## src/hw/rtl/gdfs_pkg.sv

```systemverilog
// ----------------------------------------------------------------------------
// gdfs_pkg
// Shared types, constants and helpers for the depth-first search block.
// ----------------------------------------------------------------------------
package gdfs_pkg;

	localparam int MAX_VERTICES = 32;
	localparam int VERT_W       = $clog2(MAX_VERTICES);
	localparam int CNT_W        = $clog2(MAX_VERTICES + 1);

	typedef logic [VERT_W-1:0]       vert_t;
	typedef logic [CNT_W-1:0]        cnt_t;
	typedef logic [MAX_VERTICES-1:0] row_t;

	localparam cnt_t CNT_RESET = cnt_t'(MAX_VERTICES);
	localparam cnt_t CNT_MIN   = cnt_t'(2);

	typedef enum logic {
		KIND_EDGE   = 1'b0,
		KIND_SEARCH = 1'b1
	} kind_t;

	typedef struct packed {
		kind_t kind;
		vert_t vertex_a;
		vert_t vertex_b;
	} item_t;

	typedef struct packed {
		vert_t visited_vertex;
		logic  found;
		logic  rejected;
		logic  last;
	} result_t;

	// vertex count actually in use
	function automatic cnt_t clamp_count(cnt_t c);
		cnt_t r;
		r = c;
		if (c < CNT_MIN) r = CNT_MIN;
		if (c > cnt_t'(MAX_VERTICES)) r = cnt_t'(MAX_VERTICES);
		return r;
	endfunction

	// bits below n set
	function automatic row_t lower_mask(cnt_t n);
		row_t m;
		for (int i = 0; i < MAX_VERTICES; i++) m[i] = (cnt_t'(i) < n);
		return m;
	endfunction

	// index of highest set bit
	function automatic vert_t top_bit(row_t v);
		vert_t idx;
		idx = '0;
		for (int i = 0; i < MAX_VERTICES; i++) if (v[i]) idx = vert_t'(i);
		return idx;
	endfunction

endpackage

```

## src/hw/rtl/graph_depth_first_search.sv

```systemverilog
// ----------------------------------------------------------------------------
// graph_depth_first_search
// Directed graph in an adjacency bit matrix with depth-first search.
// ----------------------------------------------------------------------------
// Usage:
//   Items enter on item while start is high and busy is low. An add-edge
//   beat with both vertices in range sets one matrix bit (read, modify,
//   write back) and keeps busy high for one cycle; others are dropped.
//   Neither gives a result. A search beat walks the graph with a stack in
//   RAM and sends one result per visited vertex on result, each marked by
//   a one-cycle result_valid strobe; the final beat has last. Out-of-range
//   or start-equal-target searches answer in the next cycle with busy low.
// Sequence:
//   A visited vertex takes a stack read (S_POP) and a matrix row read
//   (S_ROW), then S_SCAN pushes its unvisited neighbours one at a time and
//   emits its result; the start vertex skips the stack read. The matrix
//   RAM read port and the single stack write port pace the search.
// Reset:
//   Clears the control state, the vertex count register (to 32) and one
//   row-valid flag per matrix row; an unwritten row reads as zero, so no
//   clearing pass is needed. The receiver cannot stall results.
// ----------------------------------------------------------------------------
module graph_depth_first_search
	import gdfs_pkg::*;
(
	input  logic    clk,
	input  logic    arst_n,
	input  logic    start,
	output logic    busy,
	input  item_t   item,
	input  logic    cfg_we,
	input  cnt_t    cfg_wdata,
	output logic    result_valid,
	output result_t result
);

	typedef enum logic [2:0] {
		S_IDLE,
		S_EDGE,
		S_ROW,
		S_SCAN,
		S_POP
	} state_t;

	state_t  state_q;
	cnt_t    count_q;
	vert_t   cur_q;
	vert_t   target_q;
	cnt_t    depth_q;
	row_t    visited_q;
	row_t    cand_q;
	row_t    row_vld_q;
	logic    vld_s1;
	result_t result_q;
	logic    result_valid_q;

	cnt_t  n_use;
	row_t  vmask;
	logic  accept;
	logic  a_ok;
	logic  b_ok;
	cnt_t  depth_m1;
	vert_t push_v;

	vert_t adj_raddr;
	row_t  adj_rdata;
	row_t  adj_row;
	logic  adj_we;
	row_t  adj_wdata;

	logic  stk_we;
	vert_t stk_rdata;

	assign n_use    = clamp_count(count_q);
	assign vmask    = lower_mask(n_use);
	assign accept   = start && (state_q == S_IDLE);
	assign a_ok     = cnt_t'(item.vertex_a) < n_use;
	assign b_ok     = cnt_t'(item.vertex_b) < n_use;
	assign depth_m1 = depth_q - cnt_t'(1);
	assign push_v   = top_bit(cand_q);

	assign adj_raddr = (state_q == S_POP) ? stk_rdata : item.vertex_a;
	assign adj_row   = adj_rdata & {MAX_VERTICES{vld_s1}};
	assign adj_we    = (state_q == S_EDGE);
	assign adj_wdata = adj_row | (row_t'(1) << target_q);
	assign stk_we    = (state_q == S_SCAN) && (cand_q != '0);

	gdfs_ram #(.WIDTH(MAX_VERTICES), .DEPTH(MAX_VERTICES)) u_adj_ram (
		.clk   (clk),
		.we    (adj_we),
		.waddr (cur_q),
		.wdata (adj_wdata),
		.raddr (adj_raddr),
		.rdata (adj_rdata)
	);

	gdfs_ram #(.WIDTH(VERT_W), .DEPTH(MAX_VERTICES)) u_stack_ram (
		.clk   (clk),
		.we    (stk_we),
		.waddr (depth_q[VERT_W-1:0]),
		.wdata (push_v),
		.raddr (depth_m1[VERT_W-1:0]),
		.rdata (stk_rdata)
	);

	always_ff @(posedge clk or negedge arst_n) begin
		if (!arst_n) begin
			state_q        <= S_IDLE;
			count_q        <= CNT_RESET;
			cur_q          <= '0;
			target_q       <= '0;
			depth_q        <= '0;
			visited_q      <= '0;
			cand_q         <= '0;
			row_vld_q      <= '0;
			vld_s1         <= 1'b0;
			result_q       <= '0;
			result_valid_q <= 1'b0;
		end else begin
			result_valid_q <= 1'b0;
			vld_s1         <= row_vld_q[adj_raddr];
			if (cfg_we) count_q <= cfg_wdata;
			unique case (state_q)
				S_IDLE: begin
					if (accept) begin
						cur_q    <= item.vertex_a;
						target_q <= item.vertex_b;
						if (item.kind == KIND_EDGE) begin
							if (a_ok && b_ok) state_q <= S_EDGE;
						end else if (!(a_ok && b_ok)) begin
							result_q       <= '{visited_vertex: '0, found: 1'b0,
							                    rejected: 1'b1, last: 1'b1};
							result_valid_q <= 1'b1;
						end else if (item.vertex_a == item.vertex_b) begin
							result_q       <= '{visited_vertex: item.vertex_a, found: 1'b1,
							                    rejected: 1'b0, last: 1'b1};
							result_valid_q <= 1'b1;
						end else begin
							visited_q <= row_t'(1) << item.vertex_a;
							depth_q   <= '0;
							state_q   <= S_ROW;
						end
					end
				end
				S_EDGE: begin
					row_vld_q[cur_q] <= 1'b1;
					state_q          <= S_IDLE;
				end
				S_ROW: begin
					cand_q  <= adj_row & ~visited_q & vmask;
					state_q <= S_SCAN;
				end
				S_SCAN: begin
					if (cand_q != '0) begin
						visited_q[push_v] <= 1'b1;
						cand_q[push_v]    <= 1'b0;
						depth_q           <= depth_q + cnt_t'(1);
					end else begin
						result_q       <= '{visited_vertex: cur_q, found: 1'b0,
						                    rejected: 1'b0, last: (depth_q == '0)};
						result_valid_q <= 1'b1;
						if (depth_q == '0) begin
							state_q <= S_IDLE;
						end else begin
							depth_q <= depth_m1;
							state_q <= S_POP;
						end
					end
				end
				S_POP: begin
					cur_q <= stk_rdata;
					if (stk_rdata == target_q) begin
						result_q       <= '{visited_vertex: stk_rdata, found: 1'b1,
						                    rejected: 1'b0, last: 1'b1};
						result_valid_q <= 1'b1;
						depth_q        <= '0;
						state_q        <= S_IDLE;
					end else begin
						state_q <= S_ROW;
					end
				end
				default: state_q <= S_IDLE;
			endcase
		end
	end

	assign busy         = (state_q != S_IDLE);
	assign result_valid = result_valid_q;
	assign result       = result_q;

	a_depth_bound: assert property (@(posedge clk) disable iff (!arst_n)
		depth_q <= cnt_t'(MAX_VERTICES))
		else $error("stack depth overflow");

	a_found_last: assert property (@(posedge clk) disable iff (!arst_n)
		result_valid && result.found |-> result.last)
		else $error("found result not marked last");

	a_reject_form: assert property (@(posedge clk) disable iff (!arst_n)
		result_valid && result.rejected |-> result.last && !result.found)
		else $error("malformed rejected result");

	a_edge_silent: assert property (@(posedge clk) disable iff (!arst_n)
		accept && item.kind == KIND_EDGE |=> !result_valid)
		else $error("edge beat produced a result");

	a_pop_nonempty: assert property (@(posedge clk) disable iff (!arst_n)
		state_q == S_SCAN && cand_q == '0 && depth_q != '0 |=> state_q == S_POP)
		else $error("pending stack not popped");

endmodule

```

## src/hw/rtl/gdfs_ram.sv

```systemverilog
// ----------------------------------------------------------------------------
// gdfs_ram
// Simple dual-port RAM: one write port, one read port, registered read data.
// ----------------------------------------------------------------------------
module gdfs_ram #(
	parameter int WIDTH = 8,
	parameter int DEPTH = 32
) (
	input  logic                     clk,
	input  logic                     we,
	input  logic [$clog2(DEPTH)-1:0] waddr,
	input  logic [WIDTH-1:0]         wdata,
	input  logic [$clog2(DEPTH)-1:0] raddr,
	output logic [WIDTH-1:0]         rdata
);

	logic [WIDTH-1:0] mem [DEPTH];

	always_ff @(posedge clk) begin
		if (we) mem[waddr] <= wdata;
		rdata <= mem[raddr];
	end

endmodule
```

## config.mk

```make
export PLATFORM = sky130hd
export DESIGN_NAME = graph_depth_first_search
export DESIGN_NICKNAME = d
export VERILOG_FILES = /design/src/hw/rtl/gdfs_pkg.sv /design/src/hw/rtl/graph_depth_first_search.sv /design/src/hw/rtl/gdfs_ram.sv
export SDC_FILE = /design/constraint.sdc
export NUM_CORES = 2
export LEC_CHECK = 0
export BUFFER_PORTS_ARGS = -buffer_cell sky130_fd_sc_hd__buf_2
export CAP_MARGIN = 20
export CORE_ASPECT_RATIO = 0.5
export CORE_UTILIZATION = 30
export DETAILED_ROUTE_END_ITERATION = 6
export PLACE_DENSITY = 0.48
export SYNTH_ARGS = -nofsm -noshare
export SYNTH_HDL_FRONTEND = slang
export SYNTH_SLANG_ARGS = --single-unit
```

## constraint.sdc

```tcl
create_clock -name clk -period 5.7 [get_ports clk]
set_input_delay 0.855 -clock clk [delete_from_list [all_inputs] [get_ports clk]]
set_output_delay 0.855 -clock clk [all_outputs]
set_load 0.02 [all_outputs]
```

-- Word-level counts from Yosys, hierarchy flattened
Memory sizes are Yosys's and may differ from the RTL's. A register that Yosys moved wholly into a read port is not among the register bits.
Cells that the tools add are included.
- $add $sub $neg: 2
- magnitude comparators: 41
- equality and inequality tests: 16
- shift operators: 2
- mux-type cells: 85
- bitwise operators: 9
- reduce and logical (&&, ||, !) cells: 20
- operators with widths (operator ; count):
    $mux W32 ; 6
    $mux W5 ; 32
    $and A32 B32 Y32 ; 4
    $pmux W32 S2 ; 2
    $lt A5 B6 Y1 const A ; 16
    $or A32 B32 Y32 ; 3
    $not A32 Y32 ; 2
    $shl A1 B5 Y32 const A ; 2
    $mux W6 ; 9
    $lt A4 B6 Y1 const A ; 8
    $mux W8 ; 6
    $reduce_bool A32 Y1 ; 1
    $lt A3 B6 Y1 const A ; 4
    $pmux W8 S3 ; 1
    $mux W3 ; 7
    $lt A5 B6 Y1 const B ; 3
    $pmux W6 S3 ; 1
    $mux W1 ; 14
    $lt A1 B6 Y1 const A ; 2
    $lt A2 B6 Y1 const A ; 2
    $lt A5 B6 Y1 ; 2
    $pmux W3 S4 ; 1
    $reduce_and A6 Y1 ; 2
    $demux W1 S5 ; 2
    25 further kinds ; 43
- flip-flop bits (word level): 131
- bits in writable memories: 1184
- bits of input ports: 21
- output and inout bits: 10
- logic and storage cells: 191
- memories kept: 2
- memories (memory ; depth ; width ; read ports ; clocked after memory_dff ; write ports ; line ; RTL):
    u_adj_ram.mem ; 32 ; 32 ; 1 ; 1 ; 1 ; gdfs_ram.sv:17 ; logic [WIDTH-1:0] mem [DEPTH];
    u_stack_ram.mem ; 32 ; 5 ; 1 ; 1 ; 1 ; gdfs_ram.sv:17 ;

-- Depth between registers and ports, before layout
- depth after elaboration: 39
- mapped depth: 12
- depth with buffers taken out: 9

-- Cells and area by module
From an unflattened synthesis, not the netlist that was laid out.
- cell total of the unflattened synthesis: 3465
- area total of the unflattened synthesis: 54886.4 um^2
- by module, submodules not included (module ; times used ; cells an instance ; area an instance (um^2) ; sequential area each (um^2)):
    gdfs_ram at u_adj_ram ; 1 ; 2260 ; 40492.6 ; 31390.1
    graph_depth_first_search ; 1 ; 928 ; 8049.0 ; 3279.4
    gdfs_ram at u_stack_ram ; 1 ; 277 ; 6344.8 ; 4904.7

-- Worst setup path before layout
Ideal clock, no wire load.
- path kind: register -> register
- from: register depth_q[0]
- to: register u_stack_ram.rdata[0] (read register of u_stack_ram.mem)
- setup time: 0.121 ns
- arrival time: 3.070 ns
- required time: 5.579 ns
- slack: 2.509 ns
- stages on the path, launching flop included: 8
- buffers on the path: 2
- period minus slack after synthesis: 3.191 ns
- cells stage by stage: dfrtp_1 -> buf_4 -> buf_1 -> inv_1 -> ha_1 -> xnor2_1 -> mux4_1 -> mux2_2
- word-level cells in the longest chain between the ends: 1
- ends and longest elaborated chain (item ; line ; RTL):
    start: declaration ; graph_depth_first_search.sv:49 ; cnt_t depth_q;
    start signal: assignment ; graph_depth_first_search.sv:157 ; depth_q <= depth_q + cnt_t'(1);
    start signal: assignment ; graph_depth_first_search.sv:165 ; depth_q <= depth_m1;
    $sub A6 B1 Y6 ; graph_depth_first_search.sv:79 ; assign depth_m1 = depth_q - cnt_t'(1);
    end: declaration ; gdfs_ram.sv:14 ; output logic [WIDTH-1:0] rdata
No other way between the ends.
A chain may end at the register's enable or synchronous reset.

-- Worst setup path in the final report
- from: register state_q[0]
- to: register u_adj_ram.rdata[13] (read register of u_adj_ram.mem)
- word-level cells in the longest chain between the ends: 2
- ends and longest elaborated chain (item ; line ; RTL):
    start: declaration ; graph_depth_first_search.sv:45 ; state_t state_q;
    start signal: assignment ; graph_depth_first_search.sv:108 ; state_q <= S_IDLE;
    start signal: assignment ; graph_depth_first_search.sv:129 ; if (a_ok && b_ok) state_q <= S_EDGE;
    start signal: assignment ; graph_depth_first_search.sv:141 ; state_q <= S_ROW;
    $eq A3 B3 Y1 ; graph_depth_first_search.sv:82 ; assign adj_raddr = (state_q == S_POP) ? stk_rdata : item.vertex_a;
    $mux W5 ; graph_depth_first_search.sv:82 ;
    end: declaration ; gdfs_ram.sv:14 ;
No other way between the ends.

==> results.ini <==
[sta]
rsz0062_at_grt = false
tns_ns = 0
setup_viol = 0
report.final.slew_viol_count = 0
fmax_mhz = 245
fin_skew_ns = 0.0258
hold_viol_final = 0
max_slew_margin = 0.205
period_share = 0.715
tightest_slew_ns = 1.19
period_needed_ns = 4.08

[layout]
drive_gt1_frac = 0.145
design_area_mm2 = 0.0627
finalCoreUtilization = 0.352
area_delta_synth_final_pct = 15.6
final_cells = 6269
fin_nets = 3802

[power_and_ir_drop]
p_leak_uw = 0.0211
ir_drop_mv = 0.329
power_density_mw_per_mm2 = 331

[critical_path]
path_class = register to register
cp_top_family = buffers and inverters
arrival_ns = 4.78
critPathSlowestCell = buf_4
cp_common_cell = buf_4
path_cells = nor3b_4 -> buf_4 -> mux2i_4 -> buf_4 -> buf_4 -> a211oi_1 -> a31oi_1 -> o2111ai_1 -> nand3_1
startpoint_type = register
worstPathRequired_ns = 6.40
cp_slowest_stage_delay_ns = 0.81
cp_num_buf_inv = 3
cp-end-kind = register
cp_max_fo = 75

[place]
dp.cells = 6013
gp_congestion = 0.813
dp_hpwl_mm = 92.9
io_buffers = 30
placed_cell_area_mm2 = 0.0581

[clock_network]
worst_skew_pair.late_latency_ns = 0.78
clk_pin_slew_ns = 0.06
cts_num_sinks = 1352
cts_resized = 0
clockBufferDepth = 3
ctsHoldBuffers = 0
cts-buffers-inserted = 135
cts_root_buffer = clkbuf_16
htree_levels = 4
post_cts_buffers = 0
cts_tree = done

[routing]
drc = 0
wl_per_cell_um = 25.5
via_per_inst = 5.21
wl_met2_mm = 75.3
ant_nets = 0
drtIter0Drc = 3180
vias = 32600
routedLengthMet1_mm = 72.7
top_layer_used = met4
routed_wl_mm = 160
dr_wl_met3_mm = 8.18
first_pass_iters = 6

[floorplanning]
core_region_area_mm2 = 0.178
initial_core_util = 0.305
die_x_um = 603
die_area_mm2 = 0.183
ios = 31
die_h_um = 303
rows = 109

[flow_run]
drv_cap = 0

[logic_synthesis]
synth_cells = 3684
synth_warnings = 0
synthTopCellsByArea = edfxtp_1 66%, dfrtp_1 6.0%, mux2i_1 5.1%, nand2_1 3.5%, mux4_2 1.9%
syn-num-nets = 3717
synth_edf_count = 1184
netlist.area_leader.share = 0.655
syn_area_mm2 = 0.0542
synth_flop_cell = edfxtp_1
ys_types = 75
yosysTopAreaCell = edfxtp_1
async_reset_ff_frac = 0.0969
post_synth.cell_area_avg_um2 = 14.7
synth-seq-cells = 1352
yosysSeqAreaShare = 0.730

[grt]
grt_overflow = 0
globalRouteTotalUtil = 0.174
grt_pass1_vias = 31800
grt_max_degree = 135
grt_pass1_wl_mm = 231
antenna_found_initial = 11

[status]
status = complete, no violations

[min_path]
hold_path_class = input port to async pin

[cells in the final DEF, fill, tap and decap left out, drive strengths merged, types with 72 or more instances in the layout]
cell,count
dfrtp,130
edfxtp,1184
a31oi,105
nand2,501
buf,164
mux2i,277
and2,72
nand3,152
a211oi,84
o22ai,151
nor2,165
clkbuf,187
[layer usage]
layer | global-route usage | up-vias
met5 | 0 | -
met4 | 0.0471 | 0
met3 | 0.0242 | 207
met2 | 0.282 | 994
met1 | 0.245 | 17000
li1 | - | 14400
[area by class of cell]
class                           count  area, um^2
Clock buffer                      186        3720
Multi-Input combinational cell   2084       14100
Fill cell                       17100      115000
Inverter                           31         116
Timing Repair Buffer              165        1440
Antenna cell                        3        7.51
Tap cell                         2386        2990
Sequential cell                  1352       39600
Clock inverter                     62         742
[cells by family after synthesis]
group,count (synthesis),share of synthesized area
compound gates,622,0.0772
buf+inv,248,0.0198
mux,346,0.0762
fa+ha+maj,12,0.00277
simple gates,1090,0.0922
xor+xnor,14,0.00226
flops,1352,0.730
[flip-flops by register name (all words and copies together), names as in the netlist, 3 cells and up]
register / cells
u_stack_ram.rdata: 5
cand_q: 32
u_adj_ram.rdata: 32
depth_q: 6
u_adj_ram.mem: 1024
visited_q: 32
cur_q: 5
result: 8
target_q: 5
state_q: 3
row_vld_q: 32
count_q: 6
u_stack_ram.mem: 160
[cells in the mapped netlist (5+ instances only)]
| cell type | number |
|---|---|
| buf_1 | 13 |
| or2_2 | 39 |
| a21oi_1 | 55 |
| a31o_2 | 5 |
| a2111oi_0 | 15 |
| edfxtp_1 | 1184 |
| nand2b_1 | 23 |
| and2_1 | 71 |
| mux4_2 | 46 |
| o22ai_1 | 151 |
| o41ai_1 | 5 |
| buf_4 | 7 |
| nor2_1 | 162 |
| nor2b_1 | 6 |
| dfrtp_1 | 130 |
| ha_1 | 12 |
| o21ai_1 | 6 |
| a222oi_1 | 5 |
| xnor2_1 | 7 |
| inv_1 | 30 |
| o31ai_1 | 11 |
| dfxtp_1 | 37 |
| a211oi_1 | 83 |
| a21o_1 | 5 |
| nand3b_1 | 9 |
| xor2_1 | 7 |
| nor4_1 | 42 |
| nand2_1 | 500 |
| mux2_2 | 19 |
| mux2i_1 | 276 |
| buf_2 | 74 |
| or3_1 | 20 |
| nor3_1 | 40 |
| o21ai_0 | 64 |
| clkbuf_1 | 120 |
| o211ai_1 | 48 |
| a31oi_1 | 105 |
| o2111ai_1 | 34 |
| nand3_1 | 152 |
[path summary, 6_finish.rpt]
check                                          start                           to  slack, ns  cells past startpoint
setup / recovery              state_q[0]$_DFFE_PN0P_  u_adj_ram.rdata[13]$_DFF_P_       1.62                      9
hold / removal                                arst_n    row_vld_q[13]$_DFFE_PN0P_       0.14                      1
setup reg to reg              state_q[0]$_DFFE_PN0P_  u_adj_ram.rdata[13]$_DFF_P_       1.62                      9
hold reg to reg            row_vld_q[19]$_DFFE_PN0P_    row_vld_q[19]$_DFFE_PN0P_       0.47                      1
max in group asynchronous                     arst_n       depth_q[0]$_DFFE_PN0P_       4.24                      2
min in group clk                        cfg_wdata[1]       count_q[1]$_DFFE_PN0P_       0.30                      3
[worst reg2reg max path, stage by stage (launching register included)]
cell and delay (ns):
dfrtp_1 0.52, nor3b_4 0.21, buf_4 0.33, mux2i_4 0.40
buf_4 0.56, buf_4 0.88, a211oi_1 0.19, a31oi_1 0.20
o2111ai_1 0.44, nand3_1 0.26
[report_power, final]
part	total (uW)	leakage [uW]	switching [uW]	internal (uW)
Combinational	843	0.00628	606	237
Sequential	10800	0.0126	35.7	10800
Clock	9080	0.00216	3910	5170
Total	20700	0.0211	4550	16200
[stage by stage]
step	setup WS [ns]	total power, uW	hold WS (ns)
after global placement	1.54	11900	0.445
after floorplan	2.51	11500	0.430
after detailed placement	1.51	11900	0.451
after CTS	1.58	20900	0.143
final	1.62	20700	0.145
after global routing	1.37	21400	0.180
(Power assumes the default switching activity.)
